<file path="config.mk">
export PLATFORM = sky130hd
export DESIGN_NAME = fdla_queue
export DESIGN_NICKNAME = d
export VERILOG_FILES = /design/src/design/fdla_pkg.sv /design/src/design/fdla_queue.sv
export SDC_FILE = /design/constraint.sdc
export NUM_CORES = 1
export LEC_CHECK = 0
export ABC_AREA = 1
export ABC_CLOCK_PERIOD_IN_PS = 3400
export BUFFER_PORTS_ARGS = -buffer_cell sky130_fd_sc_hd__buf_4
export CAP_MARGIN = 15
export CORE_UTILIZATION = 50
export CTS_CLUSTER_DIAMETER = 200
export DETAILED_ROUTE_END_ITERATION = 6
export PLACE_DENSITY = 0.74
export RECOVER_POWER = 50
export SYNTH_ARGS = -nofsm -noshare
export SYNTH_HDL_FRONTEND = slang
export SYNTH_SLANG_ARGS = --single-unit
</file>
<file path="constraint.sdc">
create_clock -name i_clk -period 3.4 [get_ports i_clk]
set_input_delay 0.85 -clock i_clk [delete_from_list [all_inputs] [get_ports i_clk]]
set_output_delay 0.85 -clock i_clk [all_outputs]
set_load 0.005 [all_outputs]
</file>
<file path="src/design/fdla_pkg.sv">
// Shared constants, types and register codes of the deinterlacer core
package fdla_pkg;

    localparam int MAX_LINE_BYTES = 8192;
    localparam int MAX_LINES      = 4096;

    localparam int BYTE_W  = 8;
    localparam int COL_W   = $clog2(MAX_LINE_BYTES);
    localparam int ROW_W   = $clog2(MAX_LINES);
    localparam int LEN_W   = COL_W + 1;
    localparam int LINES_W = ROW_W + 1;

    localparam int CFG_IDX_W  = 2;
    localparam int CFG_DATA_W = LEN_W;

    localparam int QUEUE_DEPTH = 4;
    localparam int QPTR_W      = $clog2(QUEUE_DEPTH);
    localparam int QCNT_W      = QPTR_W + 1;

    localparam logic [LEN_W-1:0]   LEN_RESET   = LEN_W'(1920);
    localparam logic [LINES_W-1:0] LINES_RESET = LINES_W'(480);

    // Register indexes on the configuration port
    typedef enum logic [CFG_IDX_W-1:0] {
        CFG_LINE_BYTES  = 2'd0,
        CFG_FRAME_LINES = 2'd1,
        CFG_KEEP_EVEN   = 2'd2,
        CFG_FULL_HEIGHT = 2'd3
    } t_cfg_idx;

    // One classified word handed from front to back: one or two results
    typedef struct packed {
        logic [ROW_W-1:0]  line;
        logic [COL_W-1:0]  col;
        logic [BYTE_W-1:0] first_byte;
        logic [BYTE_W-1:0] second_byte;
        logic              two;
    } t_job;

endpackage

</file>
<file path="src/design/fdla_queue.sv">
// Short queue of classified words between front and back
module fdla_queue (
    input  logic               i_clk,
    input  logic               i_rst_n,
    input  fdla_pkg::t_job     i_job,
    input  logic               i_valid,
    output logic               o_ready,
    output fdla_pkg::t_job     o_job,
    output logic               o_valid,
    input  logic               i_ready
);

    fdla_pkg::t_job              r_slot [fdla_pkg::QUEUE_DEPTH];
    logic [fdla_pkg::QPTR_W-1:0] r_wr_ptr;
    logic [fdla_pkg::QPTR_W-1:0] r_rd_ptr;
    logic [fdla_pkg::QCNT_W-1:0] r_count;
    logic                        push;
    logic                        pop;

    assign o_ready = (r_count != fdla_pkg::QCNT_W'(fdla_pkg::QUEUE_DEPTH));
    assign o_valid = (r_count != '0);
    assign push    = i_valid && o_ready;
    assign pop     = o_valid && i_ready;
    assign o_job   = r_slot[r_rd_ptr];

    // Pointers and fill count
    always_ff @(posedge i_clk) begin
        if (!i_rst_n) begin
            r_wr_ptr <= '0;
            r_rd_ptr <= '0;
            r_count  <= '0;
        end else begin
            if (push) begin
                r_wr_ptr <= r_wr_ptr + fdla_pkg::QPTR_W'(1);
            end
            if (pop) begin
                r_rd_ptr <= r_rd_ptr + fdla_pkg::QPTR_W'(1);
            end
            unique case ({push, pop})
                2'b10:   r_count <= r_count + fdla_pkg::QCNT_W'(1);
                2'b01:   r_count <= r_count - fdla_pkg::QCNT_W'(1);
                default: r_count <= r_count;
            endcase
        end
    end

    // Hold the pushed word
    always_ff @(posedge i_clk) begin
        if (push) begin
            r_slot[r_wr_ptr] <= i_job;
        end
    end

endmodule

</file>
Yosys cells after proc, flatten, opt, wreduce, memory -nomap -nowiden
Memory sizes are Yosys's and may differ from the RTL's. A register that Yosys moved wholly into a read port is not among the register bits.
Index checks and enable logic that the tools add are counted.
{"block": "op_classes", "mux": 5, "n_reduce_logical": 4, "div": 0, "shifts": 0, "n_mul": 0, "n_bitwise": 0, "order_cmp": 0, "n_eq_ne": 3, "n_addsub": 4}
{"operator": "case mux 3 bit (2 select lines)", "n": 1}
{"operator": "adder 2 x 1 -> 2 bit, second input constant", "n": 2}
{"operator": "2-to-1 mux 2 bit", "n": 2}
{"operator": "adder 3 x 1 -> 3 bit, second input constant", "n": 1}
{"operator": "!= test 3 bit, second input constant", "n": 1}
{"operator": "nonzero test 3 bit", "n": 1}
{"operator": "subtractor 3 x 1 -> 3 bit, second input constant", "n": 1}
{"operator": "== test 2 x 1 -> 1 bit, second input constant", "n": 1}
{"operator": "== test 2 bit, second input constant", "n": 1}
{"operator": "logical AND 1 bit", "n": 2}
{"operator": "2-to-1 mux 1 bit", "n": 2}
{"operator": "nonzero test 2 bit", "n": 1}
{"block": "totals", "latchBits": 0, "register_bits": 7, "output_inout_bits": 44, "n_memories": 1, "ram_bits": 168, "mem_bits_ro": 0}
{"memory": "r_slot", "depth": 4, "word_bits": 42, "read_ports": 1, "rd_clocked_by_memory_dff": 1, "write_ports": 1, "line_no": "fdla_queue.sv:13", "rtl": "fdla_pkg::t_job r_slot [fdla_pkg::QUEUE_DEPTH];"}

Longest topological paths before layout
Gate-level depths: netlist (run 1).
{"block": "logic_depth", "depth_word": 4, "depth_mapped": 13, "mapped_depth_nobuf": 13}

Worst setup path after synthesis (run 1)
Ideal clock, no wire load.
{"block": "synth_path", "path_type": "input port to flip-flop", "start": "input port i_valid", "end": "memory r_slot[0][0] (netlist bit) (enable)", "stages": 2, "t_arrival_ps": 2717, "path_slack_ps": 241, "path_buffers": 0, "path_cell_list": "nand2_2 nor2_1"}
{"block": "synth_between", "elab_chain_len": 3}
{"item": "from (decl)", "line_no": "fdla_queue.sv:6", "rtl": "input logic i_valid,"}
{"item": "logical AND 1 bit", "line_no": "fdla_queue.sv:22", "rtl": "assign push = i_valid && o_ready;"}
{"item": "2-to-1 mux 1 bit", "line_no": "fdla_queue.sv:49", "rtl": "if (push) begin"}
{"item": "2-to-1 mux 1 bit (not written as such)", "line_no": "fdla_queue.sv:50", "rtl": "r_slot[r_wr_ptr] <= i_job;"}
{"item": "to (decl)", "line_no": "fdla_queue.sv:13"}
No other way between the ends.

==> flow_results.xml, run 1 <==
<?xml version="1.0" encoding="UTF-8"?>
<metrics>
  <group name="outcome">
    <metric name="run_status" unit="">finished clean</metric>
  </group>
  <group name="floorplan">
    <metric name="floorplan.die.height" unit="µm">118</metric>
    <metric name="site_rows" unit="">41</metric>
    <metric name="core" unit="mm²">0.0128</metric>
    <metric name="ioPinCount" unit="">90</metric>
    <metric name="start_util" unit="%">52.2</metric>
    <metric name="die-area" unit="mm²">0.0139</metric>
    <metric name="die_width" unit="µm">118</metric>
  </group>
  <group name="clock_tree">
    <metric name="tritoncts" unit="">built</metric>
    <metric name="hold_buffers" unit="">0</metric>
    <metric name="h-tree-depth" unit="">4</metric>
    <metric name="postCtsSetupRepairBufs" unit="">0</metric>
    <metric name="cts.clk_slew.worst_paths" unit="ns">0.06</metric>
    <metric name="cts_buf_count" unit="">17</metric>
    <metric name="numClockSinks" unit="">177</metric>
    <metric name="cts_repair_resized_insts" unit="">0</metric>
    <metric name="worst_skew_pair_latency" unit="ns">0.42</metric>
    <metric name="cts.root.buffer_cell" unit="">clkbuf_16</metric>
    <metric name="cts.path.max_buffers" unit="">2</metric>
  </group>
  <group name="yosys">
    <metric name="post_synth.cell_area_avg" unit="µm²">14.1</metric>
    <metric name="syn_inst" unit="">474</metric>
    <metric name="post_synthesis_share_of_cell_area_spent_on_xor_and_xnor_gates" unit="%">0</metric>
    <metric name="syn-cell-area" unit="mm²">0.00670</metric>
    <metric name="synth.distinct_cells" unit="">17</metric>
    <metric name="ys.warnings.count" unit="">0</metric>
    <metric name="postSynthNetCount" unit="">526</metric>
    <metric name="synth_compound_gate_area_share" unit="%">10.7</metric>
    <metric name="synthesized_area_fraction_occupied_by_adder_cells" unit="%">1.23</metric>
    <metric name="yosys-mux-area-fraction" unit="%">0</metric>
    <metric name="synth_top_family_by_area" unit="">compound AO/OA/AOI/OAI gates</metric>
    <metric name="ys_ff_latch" unit="">177</metric>
    <metric name="synth-simple-area-share" unit="%">6.52</metric>
    <metric name="seq_area_frac_synth" unit="%">78.0</metric>
  </group>
  <group name="power_and_ir_drop">
    <metric name="design_power_total" unit="mW">5.89</metric>
    <metric name="combPwrFrac" unit="%">23.0</metric>
    <metric name="p_per_cell_area" unit="mW/mm²">740</metric>
    <metric name="power.switching" unit="mW">1.60</metric>
    <metric name="power.switching_fraction" unit="%">27.2</metric>
    <metric name="total_leakage_power" unit="nW">2.74</metric>
    <metric name="cell_internal_pwr" unit="mW">4.29</metric>
    <metric name="p_clk_share" unit="%">32.0</metric>
    <metric name="power.sequential.fraction" unit="%">45.0</metric>
    <metric name="max-vdd-ir-drop" unit="mV">0.449</metric>
  </group>
  <group name="placed_design">
    <metric name="gp_congestion" unit="">0.736</metric>
    <metric name="dp_hpwl" unit="µm">7850</metric>
    <metric name="port_buffers" unit="">89</metric>
  </group>
  <group name="sta">
    <metric name="clock_skew" unit="ns">0.00964</metric>
    <metric name="final_min_period_over_clock_period" unit="%">85.7</metric>
    <metric name="final_hold_violation_count" unit="">0</metric>
    <metric name="worstMarginPinSlew" unit="ns">0.794</metric>
    <metric name="fmax" unit="MHz">343</metric>
    <metric name="max_slew_margin" unit="%">47.0</metric>
    <metric name="hold_slack" unit="ns">0.505</metric>
    <metric name="period_minus_ws_final" unit="ns">2.91</metric>
    <metric name="tns" unit="ns">0</metric>
    <metric name="rsz0062_at_grt" unit="">false</metric>
    <metric name="finalSetupViolCount" unit="">0</metric>
    <metric name="timing.final.max_slew_violations" unit="">0</metric>
  </group>
  <group name="cells_and_area">
    <metric name="nNetsFinal" unit="">619</metric>
    <metric name="areaGrowthSynthToFinish" unit="%">18.9</metric>
    <metric name="post_route_cells_drive_above_1_share" unit="%">15.7</metric>
    <metric name="num_antenna_cells" unit="">0</metric>
    <metric name="layout_common_cells" unit="">edfxtp_1, nor2_1, o21ai_0</metric>
    <metric name="filler_cell_count" unit="">992</metric>
    <metric name="layout.cells.most_common" unit="">edfxtp_1</metric>
  </group>
  <group name="grt">
    <metric name="grt_pass1_vias" unit="">4125</metric>
    <metric name="grt_usage" unit="%">19.8</metric>
    <metric name="globalRouteOverflowTotal" unit="">0</metric>
    <metric name="number_of_antenna_violations_at_the_first_check_in_global_routing" unit="">0</metric>
    <metric name="grt_first_pass_wirelength" unit="µm">20600</metric>
    <metric name="grt_start_max_net_pins" unit="">85</metric>
  </group>
  <group name="worst_setup_path">
    <metric name="required_time_reported_for_the_critical_path_endpoint" unit="ns">2.55</metric>
    <metric name="rr_worst_depth" unit="">5</metric>
    <metric name="worst-endpoint-arrival" unit="ns">2.06</metric>
    <metric name="worstSetupPathType" unit="">reg -&gt; out</metric>
    <metric name="critPathLaunchType" unit="">register</metric>
    <metric name="endpoint_kind" unit="">output pin</metric>
    <metric name="worstPathMaxFanout" unit="">84</metric>
  </group>
  <group name="worst_hold_path">
    <metric name="hold_class" unit="">reg -&gt; reg</metric>
    <metric name="hold-path-cell-count" unit="">2</metric>
  </group>
  <group name="route">
    <metric name="drtAntennaViolNets" unit="">0</metric>
    <metric name="wl_per_cell" unit="µm">17.4</metric>
    <metric name="route.detailed.vias_per_inst" unit="">5.41</metric>
    <metric name="postRouteWirelength" unit="µm">13100</metric>
    <metric name="first_iter_violations" unit="">366</metric>
    <metric name="first_pass_iters" unit="">4</metric>
    <metric name="detailroute.via_count" unit="">4066</metric>
    <metric name="drc_errors" unit="">0</metric>
  </group>
  <group name="flow_run">
    <metric name="number_of_max_cap_violations" unit="">0</metric>
  </group>
</metrics>
-- cell type report --
| type | instances | area (µm²) | area share [%] |
|---|---|---|---|
| Inverter | 18 | 67.6 | 0.849 |
| Tap cell | 172 | 215 | 2.70 |
| Clock inverter | 13 | 144 | 1.81 |
| Clock buffer | 19 | 433 | 5.44 |
| Timing Repair Buffer | 100 | 606 | 7.61 |
| Sequential cell | 177 | 5230 | 65.7 |
| Multi-Input combinational cell | 253 | 1260 | 15.9 |
-- cell usage after synthesis --
| cell | n | area share [%] |
|---|---|---|
| o21ai_1 | 24 | 1.8 |
| dfxtp_1 | 9 | 2.7 |
| inv_2 | 1 | 0.056 |
| inv_1 | 17 | 0.95 |
| o22ai_1 | 42 | 3.9 |
| nand2_2 | 1 | 0.094 |
| nand3_1 | 5 | 0.37 |
| buf_6 | 8 | 1.3 |
| nor2_1 | 94 | 5.3 |
| fa_1 | 1 | 0.30 |
| nand2_1 | 14 | 0.78 |
| buf_2 | 6 | 0.45 |
| clkbuf_1 | 12 | 0.67 |
| edfxtp_1 | 168 | 75 |
| a21oi_1 | 5 | 0.37 |
| ha_1 | 5 | 0.93 |
| o21ai_0 | 62 | 4.6 |
-- worst paths after layout --
path              slack, ns        start      endpoint
setup / recovery       0.49     register      o_job[1]
hold / removal         0.51  r_wr_ptr[1]   r_wr_ptr[1]
setup reg to reg       1.15   r_count[1]  r_slot[1][5]
hold reg to reg        0.51  r_wr_ptr[1]   r_wr_ptr[1]
-- worst max-delay path, cell delays in order (launching register included) --
cell	delay [ns]
dfxtp_2	0.34
buf_4	0.63
o21ai_0	0.22
o22ai_1	0.28
buf_4	0.16
-- registers in the layout, summed over array words and instances (netlist names), named ones only --
name and cells:
r_wr_ptr 2, r_rd_ptr 2, r_count 3, r_slot 168
-- per-layer routing --
metal	GRT usage, %	wire length [µm]
met5	0	0
met4	7.37	164
met3	5.77	934
met2	30.9	6230
met1	26.4	5760
-- stage by stage --
step | area (µm²) | setup slack (ns) | std cells | utilization [%]
5_1_grt | 7960 | 0.333 | 752 | 62.0
3_3_place_gp | 7540 | 0.975 | 720 | 58.8
3_5_place_dp | 7540 | 0.928 | 720 | 58.8
4_1_cts | 8120 | 0.471 | 752 | 63.3
2_1_floorplan | 6700 | 0.241 | 474 | -
6_report | 7960 | 0.485 | 752 | 62.0
-- power by group through the flow --
stage               clock network, mW  registers [mW]  logic (mW)
finish                           1.89            2.65        1.35
global route                     1.99            2.66        1.50
CTS                              1.90            2.65        1.39
detailed placement                  0            2.69        1.39
global placement                    0            2.68        1.35
floorplan                           0            2.69       0.765
-- cells by family (layout without fill, tap and decap cells) --
group / count (synthesis) / in the layout
DFF: 177 / 177
AOI/OAI and AO/OA: 133 / 133
and+or+nand+nor: 114 / 114
buffers and inverters: 44 / 150
adders and majority gates: 6 / 6
(Power assumes the default switching activity.)
==> run 2: changes to the inputs <==
CORE_UTILIZATION = 57   (was 50)
PLACE_DENSITY = 0.82   (was 0.74)
==> flow_results.xml, run 2 (synthesized netlist as in run 1, its figures left out) <==
<?xml version="1.0" encoding="UTF-8"?>
<metrics>
  <group name="flow_run">
    <metric name="number_of_max_cap_violations" unit="">1</metric>
  </group>
  <group name="placed_design">
    <metric name="placement.setup.worst_slack" unit="ns">0.956</metric>
    <metric name="dp_hpwl" unit="µm">7710</metric>
    <metric name="gp_congestion" unit="">0.732</metric>
    <metric name="port_buffers" unit="">89</metric>
    <metric name="place_area" unit="mm²">0.00753</metric>
  </group>
  <group name="grt">
    <metric name="grt_util_met3" unit="%">6.70</metric>
    <metric name="globalRouteOverflowTotal" unit="">0</metric>
    <metric name="grt_first_pass_wirelength" unit="µm">20300</metric>
    <metric name="grt_pass1_vias" unit="">4038</metric>
    <metric name="grtUsageMet1" unit="%">28.1</metric>
    <metric name="grt-busiest-layer" unit="">met2</metric>
    <metric name="grt_start_max_net_pins" unit="">85</metric>
    <metric name="grt_use_met2" unit="%">39.9</metric>
    <metric name="grt_usage" unit="%">23.5</metric>
    <metric name="number_of_antenna_violations_at_the_first_check_in_global_routing" unit="">0</metric>
  </group>
  <group name="sta">
    <metric name="final_min_period_over_clock_period" unit="%">86.1</metric>
    <metric name="max_slew_margin" unit="%">-13.5</metric>
    <metric name="tns" unit="ns">0</metric>
    <metric name="finalSetupViolCount" unit="">0</metric>
    <metric name="rsz0062_at_grt" unit="">false</metric>
    <metric name="clock_skew" unit="ns">0.00501</metric>
    <metric name="final_hold_violation_count" unit="">0</metric>
    <metric name="period_minus_ws_final" unit="ns">2.93</metric>
    <metric name="worstMarginPinSlew" unit="ns">1.70</metric>
    <metric name="hold_slack" unit="ns">0.513</metric>
    <metric name="final_critical_path_setup_slack" unit="ns">0.472</metric>
    <metric name="timing.final.max_slew_violations" unit="">20</metric>
    <metric name="fmax" unit="MHz">342</metric>
  </group>
  <group name="floorplan">
    <metric name="die_width" unit="µm">110</metric>
    <metric name="ioPinCount" unit="">90</metric>
    <metric name="floorplan.die.height" unit="µm">110</metric>
    <metric name="site_rows" unit="">39</metric>
    <metric name="die-area" unit="mm²">0.0122</metric>
    <metric name="start_util" unit="%">58.6</metric>
    <metric name="core" unit="mm²">0.0114</metric>
  </group>
  <group name="worst_setup_path">
    <metric name="worstPathMaxFanout" unit="">84</metric>
    <metric name="critPathLaunchType" unit="">register</metric>
    <metric name="worst-endpoint-arrival" unit="ns">2.08</metric>
    <metric name="worstSetupPathType" unit="">reg -&gt; out</metric>
    <metric name="endpoint_kind" unit="">output pin</metric>
    <metric name="required_time_reported_for_the_critical_path_endpoint" unit="ns">2.55</metric>
  </group>
  <group name="clock_tree">
    <metric name="cts.path.max_buffers" unit="">2</metric>
    <metric name="hold_buffers" unit="">0</metric>
    <metric name="h-tree-depth" unit="">4</metric>
    <metric name="cts_buf_count" unit="">17</metric>
    <metric name="tritoncts" unit="">built</metric>
    <metric name="numClockSinks" unit="">177</metric>
    <metric name="cts_repair_resized_insts" unit="">0</metric>
    <metric name="cts.root.buffer_cell" unit="">clkbuf_16</metric>
    <metric name="worst_skew_pair_latency" unit="ns">0.42</metric>
    <metric name="postCtsSetupRepairBufs" unit="">0</metric>
    <metric name="cts.clk_slew.worst_paths" unit="ns">0.06</metric>
  </group>
  <group name="power_and_ir_drop">
    <metric name="total_leakage_power" unit="nW">2.73</metric>
    <metric name="p_per_cell_area" unit="mW/mm²">736</metric>
    <metric name="max-vdd-ir-drop" unit="mV">0.472</metric>
  </group>
  <group name="route">
    <metric name="first_pass_iters" unit="">4</metric>
    <metric name="wl_per_cell" unit="µm">18.7</metric>
    <metric name="first_iter_violations" unit="">355</metric>
    <metric name="route.detailed.vias_per_inst" unit="">5.77</metric>
    <metric name="drc_errors" unit="">0</metric>
    <metric name="postRouteWirelength" unit="µm">13500</metric>
    <metric name="drtAntennaViolNets" unit="">0</metric>
    <metric name="detailroute.via_count" unit="">4170</metric>
  </group>
  <group name="cells_and_area">
    <metric name="biggestRegsByFlops" unit="">r_slot: 168 flops, r_count: 3 flops</metric>
    <metric name="multi_input_area" unit="mm²">0.00125</metric>
    <metric name="areaGrowthSynthToFinish" unit="%">17.8</metric>
    <metric name="layout.cells.most_common" unit="">edfxtp_1</metric>
    <metric name="finish.instance_area" unit="mm²">0.00789</metric>
    <metric name="largest_register_ffs" unit="">168</metric>
    <metric name="layout_common_cells" unit="">edfxtp_1, nor2_1, o21ai_0</metric>
    <metric name="num_antenna_cells" unit="">0</metric>
    <metric name="top_register" unit="">r_slot</metric>
    <metric name="post_route_cells_drive_above_1_share" unit="%">14.3</metric>
    <metric name="filler_cell_count" unit="">787</metric>
    <metric name="seq_area" unit="mm²">0.00523</metric>
    <metric name="layout.core_utilization" unit="%">69.1</metric>
    <metric name="nNetsFinal" unit="">619</metric>
  </group>
  <group name="outcome">
    <metric name="violated_checks" unit="">max-capacitance violations, max-slew violations</metric>
    <metric name="run_status" unit="">complete, but fails checks</metric>
  </group>
  <group name="worst_hold_path">
    <metric name="hold_class" unit="">reg -&gt; reg</metric>
  </group>
</metrics>
## run 2: cell type report
cell class | count | share of cell area, %
Clock buffer | 22 | 5.63
Clock inverter | 10 | 1.17
Inverter | 18 | 0.856
Multi-Input combinational cell | 253 | 15.8
Sequential cell | 177 | 66.2
Tap cell | 143 | 2.27
Timing Repair Buffer | 100 | 7.99
## run 2: worst paths after layout
path / startpoint / endpoint / slack (ns) / depth (start not counted)
max: register / o_job[19] / 0.47 / 4
min reg2reg: r_rd_ptr[1] / register / 0.51 / 2
max reg2reg: r_count[1] / r_slot[3][8] / 0.52 / 5
min: r_rd_ptr[1] / register / 0.51 / 2
## run 2: power by group
part           internal [mW]  switching [mW]
Sequential              2.59          0.0563
Combinational          0.567           0.807
Clock                   1.06           0.720
## run 2: layer usage
layer | part of all wire [%] | vias to the layer above
met5 | 0 | -
li1 | - | 1940
met1 | 40 | 2065
met4 | 2.0 | 0
met3 | 6.9 | 19
met2 | 51 | 146
## run 2: worst max-delay path, cell delays in order, from the launching register on
cell and delay (ns):
dfxtp_2 0.33, buf_4 0.60, o21ai_0 0.22, o22ai_1 0.26
buf_4 0.16
## run 2: metrics by stage
stage          cells  power [mW]
6_report         723        5.81
5_1_grt          723        6.08
4_1_cts          723        5.87
3_5_place_dp     691        4.10
3_3_place_gp     691        4.03
2_1_floorplan    474        3.45
