===== src/design/fdla_pkg.sv =====
// Shared constants, types and register codes of the deinterlacer core
package fdla_pkg;

    localparam int MAX_LINE_BYTES = 8192;
    localparam int MAX_LINES      = 4096;

    localparam int BYTE_W  = 8;
    localparam int COL_W   = $clog2(MAX_LINE_BYTES);
    localparam int ROW_W   = $clog2(MAX_LINES);
    localparam int LEN_W   = COL_W + 1;
    localparam int LINES_W = ROW_W + 1;

    localparam int CFG_IDX_W  = 2;
    localparam int CFG_DATA_W = LEN_W;

    localparam int QUEUE_DEPTH = 4;
    localparam int QPTR_W      = $clog2(QUEUE_DEPTH);
    localparam int QCNT_W      = QPTR_W + 1;

    localparam logic [LEN_W-1:0]   LEN_RESET   = LEN_W'(1920);
    localparam logic [LINES_W-1:0] LINES_RESET = LINES_W'(480);

    // Register indexes on the configuration port
    typedef enum logic [CFG_IDX_W-1:0] {
        CFG_LINE_BYTES  = 2'd0,
        CFG_FRAME_LINES = 2'd1,
        CFG_KEEP_EVEN   = 2'd2,
        CFG_FULL_HEIGHT = 2'd3
    } t_cfg_idx;

    // One classified word handed from front to back: one or two results
    typedef struct packed {
        logic [ROW_W-1:0]  line;
        logic [COL_W-1:0]  col;
        logic [BYTE_W-1:0] first_byte;
        logic [BYTE_W-1:0] second_byte;
        logic              two;
    } t_job;

endpackage


===== src/design/fdla_out_if.sv =====
// Result channel of the deinterlacer core
interface fdla_out_if;
    logic                        valid;
    logic                        ready;
    logic [fdla_pkg::ROW_W-1:0]  out_line;
    logic [fdla_pkg::COL_W-1:0]  out_column;
    logic [fdla_pkg::BYTE_W-1:0] out_byte;
    logic                        last_of_run;

    modport source (output valid, output out_line, output out_column, output out_byte,
                    output last_of_run, input ready);
    modport sink   (input valid, input out_line, input out_column, input out_byte,
                    input last_of_run, output ready);
endinterface


===== src/design/fdla_back.sv =====
// Back end: output register that plays out one or two results per word
module fdla_back (
    input  logic               i_clk,
    input  logic               i_rst_n,
    input  fdla_pkg::t_job     i_job,
    input  logic               i_job_valid,
    output logic               o_job_ready,
    fdla_out_if.source         m_out
);

    fdla_pkg::t_job r_job;
    logic           r_valid;
    logic           r_phase;
    logic           out_acc;
    logic           run_done;

    assign out_acc     = m_out.valid && m_out.ready;
    assign run_done    = !r_job.two || r_phase;
    assign o_job_ready = !r_valid || (out_acc && run_done);

    // Load a new word once the current run is out, else step to its second result
    always_ff @(posedge i_clk) begin
        if (!i_rst_n) begin
            r_valid <= 1'b0;
            r_phase <= 1'b0;
        end else if (o_job_ready) begin
            r_valid <= i_job_valid;
            r_phase <= 1'b0;
        end else if (out_acc) begin
            r_phase <= 1'b1;
        end
    end

    always_ff @(posedge i_clk) begin
        if (o_job_ready) begin
            r_job <= i_job;
        end
    end

    // Drive the result word
    assign m_out.valid       = r_valid;
    assign m_out.out_line    = r_phase ? r_job.line + fdla_pkg::ROW_W'(1) : r_job.line;
    assign m_out.out_column  = r_job.col;
    assign m_out.out_byte    = r_phase ? r_job.second_byte : r_job.first_byte;
    assign m_out.last_of_run = run_done;

endmodule


===== src/flat_wrapper.sv =====
// flat-port wrapper written by rule: the top's interface ports become plain ports
module fdla_back_flat 
  (i_clk, i_rst_n, i_job, i_job_valid, o_job_ready, m_out_valid, m_out_out_line, m_out_out_column, m_out_out_byte, m_out_last_of_run, m_out_ready);
  fdla_out_if m_out_i ();
  input  logic i_clk;
  input  logic i_rst_n;
  input  fdla_pkg::t_job i_job;
  input  logic i_job_valid;
  output logic o_job_ready;
  output wire logic [$bits(m_out_i.valid)-1:0] m_out_valid;
  output wire logic [$bits(m_out_i.out_line)-1:0] m_out_out_line;
  output wire logic [$bits(m_out_i.out_column)-1:0] m_out_out_column;
  output wire logic [$bits(m_out_i.out_byte)-1:0] m_out_out_byte;
  output wire logic [$bits(m_out_i.last_of_run)-1:0] m_out_last_of_run;
  input wire logic [$bits(m_out_i.ready)-1:0] m_out_ready;
  assign m_out_valid = m_out_i.valid;
  assign m_out_out_line = m_out_i.out_line;
  assign m_out_out_column = m_out_i.out_column;
  assign m_out_out_byte = m_out_i.out_byte;
  assign m_out_last_of_run = m_out_i.last_of_run;
  assign m_out_i.ready = m_out_ready;
  fdla_back u_core (.i_clk(i_clk), .i_rst_n(i_rst_n), .i_job(i_job), .i_job_valid(i_job_valid), .o_job_ready(o_job_ready), .m_out(m_out_i));
endmodule

===== config.mk =====
export PLATFORM = sky130hd
export DESIGN_NAME = fdla_back_flat
export DESIGN_NICKNAME = d
export VERILOG_FILES = /design/src/design/fdla_pkg.sv /design/src/design/fdla_out_if.sv /design/src/design/fdla_back.sv /design/src/flat_wrapper.sv
export SDC_FILE = /design/constraint.sdc
export NUM_CORES = 1
export LEC_CHECK = 0
export ABC_AREA = 1
export BUFFER_PORTS_ARGS = -buffer_cell sky130_fd_sc_hd__buf_2
export CAP_MARGIN = 20
export CORE_UTILIZATION = 46
export DETAILED_ROUTE_END_ITERATION = 12
export GPL_ROUTABILITY_DRIVEN = 0
export PLACE_DENSITY = 0.8
export SETUP_SLACK_MARGIN = 0.05
export SYNTH_ARGS = -nofsm -noshare
export SYNTH_HDL_FRONTEND = slang
export SYNTH_SLANG_ARGS = --single-unit

===== constraint.sdc =====
create_clock -name i_clk -period 2.6 [get_ports i_clk]
set_input_delay 0.52 -clock i_clk [delete_from_list [all_inputs] [get_ports i_clk]]
set_output_delay 0.52 -clock i_clk [all_outputs]
set_load 0.02 [all_outputs]

== Word-level counts from Yosys, hierarchy flattened ==
Index checks and enable logic that the tools add are counted.
Storage, ports and cells
  flip-flop bits (word level): 44
  input port bits: 46
  output and inout bits: 36
  logic and storage cells: 18
Operators by class
  $add $sub $neg: 1
  mux-type cells: 2
  bitwise operators: 1
  reductions and logical operators: 7
Operators with widths (number)
  adder 12 x 1 -> 12 bit, second input constant: 1
  2-to-1 mux 12 bit: 1
  2-to-1 mux 8 bit: 1
  logical AND 1 bit: 2
  zero test 1 bit: 2
  logical OR 1 bit: 2
  OR reduction 2 bit: 1
  inverter 1 bit: 1

== Longest topological paths before layout ==
Gate-level depths: netlist of run 1.
  word-level depth: 5
  depth in mapped cells: 7
  depth with buffers taken out: 7

== Worst setup path after synthesis of run 1 ==
No wires, ideal clock.
  kind: register to output
  from: reg u_core.r_phase
  to: out o_job_ready
  arrival: 1773 ps
  data required time: 2080 ps
  path slack: 307 ps
  cell stages (with the launch flop): 6
  path buffers: 1
  path through: dfxtp_1 buf_4 inv_2 nand2_1 nand2_1 nand2_1
Between the ends
  word-level cells in the longest chain between the ends: 3
RTL lines
  start: declaration: line fdla_back.sv:13  | logic r_phase;
  start signal: assignment: line fdla_back.sv:25  | r_phase <= 1'b0;
  start signal: assignment: line fdla_back.sv:28  | r_phase <= 1'b0;
  start signal: assignment: line fdla_back.sv:30  | r_phase <= 1'b1;
  logical OR 1 bit: line fdla_back.sv:18  | assign run_done = !r_job.two || r_phase;
  via m_out_last_of_run: line flat_wrapper.sv:14  | output wire logic [$bits(m_out_i.last_of_run)-1:0] m_out_last_of_run;
  logical AND 1 bit: line fdla_back.sv:19  | assign o_job_ready = !r_valid || (out_acc && run_done);
  logical OR 1 bit: line fdla_back.sv:19
  end: declaration: line flat_wrapper.sv:9  | output logic o_job_ready;
The timed path passes the listed nets, and every way through them passes these cells.

== Final worst setup path of run 1 ==
  from: reg u_core.r_phase
  to: out m_out_out_line[5]
Between the ends
  word-level cells in the longest chain between the ends: 1
RTL lines
  2-to-1 mux 12 bit: line fdla_back.sv:42  | assign m_out.out_line = r_phase ? r_job.line + fdla_pkg::ROW_W'(1) : r_job.line;
  end: declaration: line flat_wrapper.sv:11  | output wire logic [$bits(m_out_i.out_line)-1:0] m_out_out_line;
No other way between the ends.

==> flow_summary.toml, run 1 <==
[outcome]
outcome = "finished clean"

[flow_run]
drv_cap = 0

[logic_synthesis]
syn_nets = 199
syn_area_sq_mm = 0.00186
synth_top_cell_by_area = "edfxtp_1"
synth-seq-cells = 44
ys_seq_area_frac = 0.699
syn_avg_cell_area_sq_um = 12.2
synth_cells = 152
ys_top_cells_by_area = "edfxtp_1, nand2_1, buf_4, xor2_1, inv_1"
synth_top_cell_area_share = 0.677
synth_warnings = 0
synth.distinct_cells = 21

[timing]
hold_viol_final = 0
rsz0062_at_grt = "no"
fin_crit_sh = 0.814
drv_slew = 0
fmaxAchievable_ghz = 0.473
layout_min_cycle_time_ns = 2.12
setup_slack_ns = 0.485
setup_tns_ns = 0
worst_pin_slew_ns = 0.267
final-setup-viol-count = 0
relSlewSlack = 0.821
clock_skew_ns = 0.00447

[final_layout]
n_antenna_cell = 0
nFillCells = 318
nets = 274
drive_gt1_frac = 0.445
fin_area_sq_mm = 0.00231
area_delta_synth_final_pct = 24.0
final_core_util = 0.612
multi_input_area_sq_um = 393
seqCellArea_sq_mm = 0.00130

[detailed_routing]
vias = 1226
post_drt_wl_per_cell_um = 10.9
drtPass1Iterations = 3
ant_nets = 0
routed_via_density = 4.46
first_iter_violations = 28
drc = 0
routed_wl_um = 3010

[worst_setup_path]
arrival_ns = 1.60
required_ns = 2.08
start_kind = "register"
cp_max_fo = 11
rr_startpoint = "u_core.r_phase"
cp-end-kind = "output pin"
crit_type = "register to output pin"
crit_start = "u_core.r_phase"

[clock_network]
cts_root_buffer = "clkbuf_8"
cts_tree = "yes"
cts.sinks = 44
cts_buffers = 5
post_cts.repair.setup_buffers = 0
clk_latency_ns = 0.28
cts_resized = 0
ctsHoldBuffers = 0
clkTransAtPathRegs_ns = 0.07
htreeDepth = 2
clk_path_buf_depth = 2

[placed_design]
place_ws_ns = 0.785
dpl_cell_area_sq_mm = 0.00223
hpwlAfterDp_um = 2390
port_buffers = 81

[power_and_ir_drop]
pwr-share-clk = 0.258
peakVddDrop_uv = 492
p_sw_frac = 0.247
intPower_w = 0.00111
p_leak_nw = 1.07
p_switching_w = 0.000364
powerDensity_mw_per_mm2 = 639
p_seq_frac = 0.592
power_frac_comb = 0.150

[grt]
grt_usage = 0.150
grt_pass1_wl_um = 4570
gr-total-overflow = 0
grt_max_degree = 24
grt_pass1_vias = 1102
antenna_found_initial = 0

[die]
design.core.area_sq_mm = 0.00377
die_w_um = 65.6
io_pins = 82
dieArea_sq_mm = 0.00431
start_util = 0.494
core.rowCount = 22
dieHeight_um = 65.6

[worst_hold_path]
worstHoldStart = "i_job[24]"
hp-class = "input port to register"
[cells in the final DEF (no fill, tap or decap), drive strengths merged]
| cell | netlist | final |
|---|---|---|
| o21ai | 2 | 2 |
| buf | 16 | 84 |
| xor2 | 7 | 7 |
| nor2 | 8 | 8 |
| ha | 1 | 1 |
| nand2 | 52 | 52 |
| nor3 | 2 | 2 |
| edfxtp | 42 | 42 |
| clkbuf | 0 | 6 |
| inv | 13 | 13 |
| a21oi | 1 | 1 |
| nand3 | 5 | 5 |
| dfxtp | 2 | 2 |
| nand4 | 1 | 1 |
| clkinv | 0 | 1 |
[metrics by stage]
| stage | total power (W) | hold WS, ns | instances |
|---|---|---|---|
| 2_1_floorplan | 0.00104 | 0.604 | 152 |
| 3_3_place_gp | 0.00111 | 0.545 | 268 |
| 3_5_place_dp | 0.00111 | 0.542 | 268 |
| 4_1_cts | 0.00149 | 0.397 | 275 |
| 5_1_grt | 0.00153 | 0.393 | 275 |
| 6_report | 0.00147 | 0.405 | 275 |
[final cells by class]
| cell class | instances | area share |
|---|---|---|
| multi-input combinational | 79 | 0.170 |
| clock buffer | 6 | 0.0314 |
| timing repair buffer | 84 | 0.185 |
| inverter | 13 | 0.0211 |
| sequential | 44 | 0.564 |
| clock inverter | 1 | 0.00217 |
| tap | 48 | 0.0260 |
[logic make-up (layout without fill, tap and decap cells)]
| group | count (synthesis) | after routing | share of synthesized area |
|---|---|---|---|
| AO/OA/AOI/OAI | 3 | 3 | 0.00806 |
| adder cells (fa/ha/maj) | 1 | 1 | 0.00672 |
| flip-flops | 44 | 44 | 0.699 |
| buffers and inverters | 29 | 104 | 0.0914 |
| XOR/XNOR | 7 | 7 | 0.0329 |
| AND/OR/NAND/NOR | 68 | 68 | 0.162 |
[critical path, stage by stage (launching register included)]
cell and delay (ns):
dfxtp_1 0.44, buf_4 0.22, nand2_2 0.09, nor3_1 0.22
xor2_1 0.16, buf_2 0.18
[Yosys cell counts, drive strengths merged]
cell type / count
a21oi: 1
buf: 16
dfxtp: 2
edfxtp: 42
ha: 1
inv: 13
nand2: 52
nand3: 5
nand4: 1
nor2: 8
nor3: 2
o21ai: 2
xor2: 7
[power by group through the flow]
stage,sequential (W),combinational [W],clock [W]
2_1_floorplan,0.000888,0.000150,0
3_3_place_gp,0.000887,0.000221,0
3_5_place_dp,0.000889,0.000224,0
4_1_cts,0.000873,0.000225,0.000392
5_1_grt,0.000879,0.000240,0.000415
6_report,0.000873,0.000221,0.000380
[per-layer routing]
layer,track usage,vias to the layer above,routed length (um)
met5,0,-,0
met4,0.0897,0,67
met3,0.0521,8,217
met2,0.251,52,1470
met1,0.162,532,1260
li1,-,634,-
[flip-flops by register name (all words and copies together), names as in the netlist]
| register | flops |
|---|---|
| u_core.r_job | 29 |
| u_core.m_out.out_column | 13 |
| u_core.m_out.valid | 1 |
| u_core.r_phase | 1 |
[final timing paths]
| check | cells past startpoint | slack [ns] | to |
|---|---|---|---|
| worst max-delay path | 5 | 0.48 | m_out_out_line[5] |
| worst min register to register | 2 | 0.56 | u_core.r_phase |
| worst max register to register | 5 | 0.94 | u_core.r_job[3] |
| worst min-delay path | 1 | 0.40 | u_core.m_out.out_column[7] |
(Power assumes the default switching activity.)
==> run 2: changes to the inputs <==
Settings changed: ABC_AREA 1 to 0, CORE_UTILIZATION 46 to 41, PLACE_DENSITY 0.8 to 0.77.
Clock period 2.6 ns to 1.7 ns, I/O delays scaled along.
==> run 2 against run 1 <==
The run now ends with negative setup slack left; cell count is 11% lower; worst hold slack got worse by 0.17 ns; setup slack got worse by 0.68 ns; critical path depth stayed put; critical path type unchanged; clock power is 56% higher; combinational power grew 82%; non-clock buffer count is 15 higher; final area up 12%; power is 57% higher; largest cell class unchanged; synthesized cell count is 32% lower.
==> flow_summary.toml, run 2 <==
[grt]
gr-total-overflow = 0
antenna_found_initial = 0
grt_pass1_wl_um = 5090
grt_max_degree = 25
grt_pass1_vias = 1205
grt_usage = 0.158

[logic_synthesis]
synth_warnings = 0
synth_ff_type = "edfxtp_1"
synth_top_cell_by_area = "edfxtp_1"
synth.most_common_cell = "edfxtp_1"
async_reset_ff_frac = 0
syn_avg_cell_area_sq_um = 17.1
synth_top_cell_area_share = 0.717
syn_nets = 150
syn_area_sq_mm = 0.00176
synth_edf_count = 42
synthTopCellsByCount = "edfxtp_1, buf_4, mux2_2"
ys_seq_area_frac = 0.740
synth.distinct_cells = 20
synth-seq-cells = 44
ys_top_cells_by_area = "edfxtp_1, mux2_2, buf_4, xnor2_1, xor2_1"
synth_cells = 103

[final_layout]
final_cell_mix = "buf_2, edfxtp_1, buf_4, buf_6, mux2_4"
nets = 241
regMostFlops = "u_core.r_job"
largest_register_ffs = 29
final_common_cell = "buf_2"
area_delta_synth_final_pct = 46.5
drive_gt1_frac = 0.651
n_antenna_cell = 0
fin_cells = 245

[power_and_ir_drop]
peakVddDrop_uv = 661
powerDensity_mw_per_mm2 = 901
p_leak_nw = 1.12

[timing]
fin_crit_sh = 1.12
worst_pin_slew_ns = 0.292
final-setup-viol-count = 12
setup_slack_ns = -0.196
relSlewSlack = 0.806
clock_skew_ns = 0.00404
rsz0062_at_grt = "yes"
fmaxAchievable_ghz = 0.527
whs_ns = 0.230
layout_min_cycle_time_ns = 1.90
hold_viol_final = 0
drv_slew = 0

[worst_setup_path]
cp_max_fo = 4
start_kind = "register"
path_cells = "ha_2 -> nand4_1 -> nor2_1 -> xor2_1 -> buf_4"
crit_type = "register to output pin"
arrival_ns = 1.56
required_ns = 1.36
cp-end-kind = "output pin"
slowest_stage = "edfxtp_1"
crit_path_max_incr_delay_ns = 0.38

[detailed_routing]
routed_via_density = 4.69
vias = 1149
drc = 0
first_iter_violations = 41
ant_nets = 0
drtPass1Iterations = 4
routed_wl_um = 3520
post_drt_wl_per_cell_um = 14.4

[die]
io_pins = 82
dieArea_sq_mm = 0.00455
die_w_um = 67.5
dieHeight_um = 67.5
start_util = 0.433
core.rowCount = 23
design.core.area_sq_mm = 0.00406

[clock_network]
ctsHoldBuffers = 0
clkTransAtPathRegs_ns = 0.07
clk_latency_ns = 0.28
cts_buffers = 5
cts_tree = "yes"
htreeDepth = 2
clk_path_buf_depth = 2
cts.sinks = 44
cts_root_buffer = "clkbuf_8"

[placed_design]
place_inst = 224
hpwlAfterDp_um = 2470
port_buffers = 81

[worst_hold_path]
hp-class = "input port to register"

[outcome]
outcome = "finished with violations"
violations = "negative setup slack"

[flow_run]
drv_cap = 0
-- run 2: routing by layer --
| metal | track usage | share of wire | vias to the layer above |
|---|---|---|---|
| li1 | - | - | 549 |
| met1 | 0.190 | 0.40 | 541 |
| met2 | 0.251 | 0.52 | 57 |
| met3 | 0.0439 | 0.070 | 2 |
| met4 | 0.0904 | 0.0080 | 0 |
| met5 | 0 | 0 | - |
-- run 2: repair_timing --
action	4_1_cts	5_1_grt
resized for setup	42	18
setup buffers	5	8
endpoints found under the hold margin	0	0
pin swaps	4	7
gates cloned	1	0
setup endpoints to repair	18	20
-- run 2: per-stage QoR --
step	total power (W)	setup slack (ns)	utilization	area [sq um]	setup TNS [ns]
finish	0.00232	-0.196	0.635	2570	-1.11
global route	0.00242	-0.344	0.635	2570	-2.48
CTS	0.00231	-0.192	0.607	2460	-1.70
detailed placement	0.00166	0.0710	0.537	2180	0
global placement	0.00165	0.121	0.537	2180	0
floorplan	0.00154	-0.0585	-	1780	-2.46
-- run 2: report_power, final --
part	internal (W)	switching (W)	leakage (nW)
registers	0.00128	0.0000405	0.447
logic	0.000201	0.000202	0.632
clock network	0.000286	0.000306	0.0399
-- run 2: worst max-delay path: cells and delay by family (launching register included) --
kind,cells,cell delay (ns)
and+or+nand+nor,2,0.38
buffers and inverters,1,0.16
xor gates and xnor gates,1,0.17
DFF,1,0.38
adders and majority gates,1,0.19
-- run 2: cell families (layout without fill, tap and decap cells) --
logic type      count (synthesis)  after routing  share of synthesized area
flops                          44             44                      0.740
simple gates                   18             18                     0.0605
buf+inv                        17            109                     0.0655
xor+xnor                       11             11                     0.0548
mux                            10             10                     0.0633
compound gates                  2              2                    0.00854
fa+ha+maj                       1              1                    0.00712
-- run 2: final cells by class --
type / instances / area, sq um
Fill cell: 294 / 1480
Sequential cell: 44 / 1310
Multi-Input combinational cell: 42 / 442
Clock buffer: 7 / 76.3
Clock inverter: 1 / 3.75
Inverter: 2 / 11.3
Tap cell: 50 / 62.6
Timing Repair Buffer: 99 / 673
-- run 2: path summary, 6_finish.rpt --
kind	endpoint	slack [ns]	from	cells past startpoint
max	m_out_out_line[8]	-0.20	u_core.r_job[30]	5
min	u_core.r_job[3]	0.23	i_job[3]	1
max reg2reg	u_core.m_out.out_column[11]	0.12	u_core.r_phase	6
min reg2reg	u_core.r_phase	0.49	u_core.m_out.valid	1
==> run 3: changes to the inputs <==
Settings changed: CAP_MARGIN 20 to 40, REMOVE_ABC_BUFFERS from default to 1.
==> run 3 against run 2 <==
The run still ends with negative setup slack left; via count down 3.4%; final area decreased by 3.0%; power increased by 6.2%; fmax decreased by 1.8%; worst hold slack got worse by 0.012 ns; die area did not move; clock power grew 28%; cell count shrank 2.4%; routed wire length is 3.1% lower; setup slack got worse by 0.035 ns; critical path type unchanged; critical endpoint is now m_out_out_line[10].
==> flow_summary.toml, run 3 (same netlist as run 2, synthesis figures left out) <==
[worst_hold_path]
hp-class = "input port to register"
worstHoldPathCells = 1

[die]
die_w_um = 67.5
core.rowCount = 23
start_util = 0.433
design.core.area_sq_mm = 0.00406
dieArea_sq_mm = 0.00455
io_pins = 82
dieHeight_um = 67.5

[worst_setup_path]
cp_max_fo = 4
cp-end-kind = "output pin"
crit_path_max_incr_delay_ns = 0.41
arrival_ns = 1.59
reg2reg_depth = 6
start_kind = "register"
path_cells = "ha_4 -> nand4_1 -> nor3_2 -> xor2_1 -> buf_4"
slowest_stage = "edfxtp_1"
crit_type = "register to output pin"
required_ns = 1.36

[clock_network]
clk_path_buf_depth = 2
htreeDepth = 2
cts_buffers = 5
clk_latency_ns = 0.29
clkTransAtPathRegs_ns = 0.08
cts_root_buffer = "clkbuf_8"
cts.sinks = 44
cts_tree = "yes"
ctsHoldBuffers = 0

[detailed_routing]
drtPass1Iterations = 4
met2_wirelength_um = 1880
vias = 1110
highest_layer = "met4"
routed_via_density = 4.64
post_drt_wl_per_cell_um = 14.3
first_iter_violations = 20
drc = 0
ant_nets = 0
dr_wl_met3_um = 272
routed_wl_um = 3410
wl_met1_um = 1210

[final_layout]
largest_register_ffs = 29
area_delta_synth_final_pct = 42.1
n_antenna_cell = 0
final_cell_mix = "buf_2, edfxtp_1, buf_4, buf_6, mux2_4"
regMostFlops = "u_core.r_job"
final_common_cell = "buf_2"
nets = 235
drive_gt1_frac = 0.624
final_core_util = 0.616

[outcome]
violations = "negative setup slack"
outcome = "finished with violations"

[timing]
rsz0062_at_grt = "yes"
worst_pin_slew_ns = 0.256
hold_viol_final = 0
drv_slew = 0
final-setup-viol-count = 9
whs_ns = 0.219
setup_slack_ns = -0.231
layout_min_cycle_time_ns = 1.93
fin_crit_sh = 1.14
clock_skew_ns = 0.00590
fmaxAchievable_ghz = 0.518
relSlewSlack = 0.829

[power_and_ir_drop]
powerDensity_mw_per_mm2 = 986
p_leak_nw = 1.09
peakVddDrop_uv = 720
power_w = 0.00246

[placed_design]
port_buffers = 81
hpwlAfterDp_um = 2570

[grt]
gr-total-overflow = 0
grt_pass1_wl_um = 4960
antenna_found_initial = 0
grt_max_degree = 22
grt_usage = 0.161
grt_pass1_vias = 1079

[flow_run]
drv_cap = 0
run 3: cell types whose count changed in the layout (fill, tap and decap cells not counted), sizes merged:
cell,before,now
inv,1,2
buf,99,93
clkbuf,7,5
bufinv,0,1
run 3: worst max-delay path, delay by kind of cell (launching register included):
kind / cells / cell delay, ns
fa+ha+maj: 1 / 0.15
simple gates: 2 / 0.42
buf+inv: 1 / 0.16
flops: 1 / 0.41
xor+xnor: 1 / 0.16
run 3: layout make-up:
cell class | instances | area, sq um
sequential | 44 | 1310
fill | 317 | 1560
multi-input combinational | 42 | 412
clock inverter | 3 | 42.5
inverter | 2 | 7.51
tap | 50 | 62.6
clock buffer | 5 | 68.8
timing repair buffer | 93 | 601
run 3: where the power goes:
group | internal (W) | switching, W
registers | 0.00128 | 0.0000407
logic | 0.000185 | 0.000195
clock network | 0.000434 | 0.000325
total | 0.00190 | 0.000561
run 3: timing repair:
item	4_1_cts	5_1_grt
setup endpoints to repair	61	19
pin swaps	5	5
gates resized for setup	34	14
gates cloned	1	0
setup buffers	5	2
run 3: per-layer routing:
metal | track usage | up-vias
li1 | - | 541
met1 | 0.172 | 512
met2 | 0.271 | 53
met3 | 0.0709 | 4
met4 | 0.0718 | 0
met5 | 0 | -
run 3: path summary, 6_finish.rpt:
kind	startpoint	end	slack, ns
worst max-delay path	u_core.r_job[30]	m_out_out_line[10]	-0.23
worst min-delay path	i_job[23]	u_core.m_out.out_column[6]	0.22
worst max register to register	u_core.r_phase	u_core.r_job[41]	0.18
worst min register to register	u_core.m_out.valid	u_core.r_phase	0.51
run 3: stage by stage:
| step | area, sq um | setup WS (ns) | TNS (ns) | instances |
|---|---|---|---|---|
| 2_1_floorplan | 1650 | -0.694 | -30.08 | 88 |
| 3_3_place_gp | 2150 | 0.0947 | 0 | 223 |
| 3_5_place_dp | 2150 | 0.0111 | 0 | 223 |
| 4_1_cts | 2420 | -0.228 | -1.31 | 237 |
| 5_1_grt | 2500 | -0.355 | -2.45 | 239 |
| 6_report | 2500 | -0.231 | -1.31 | 239 |
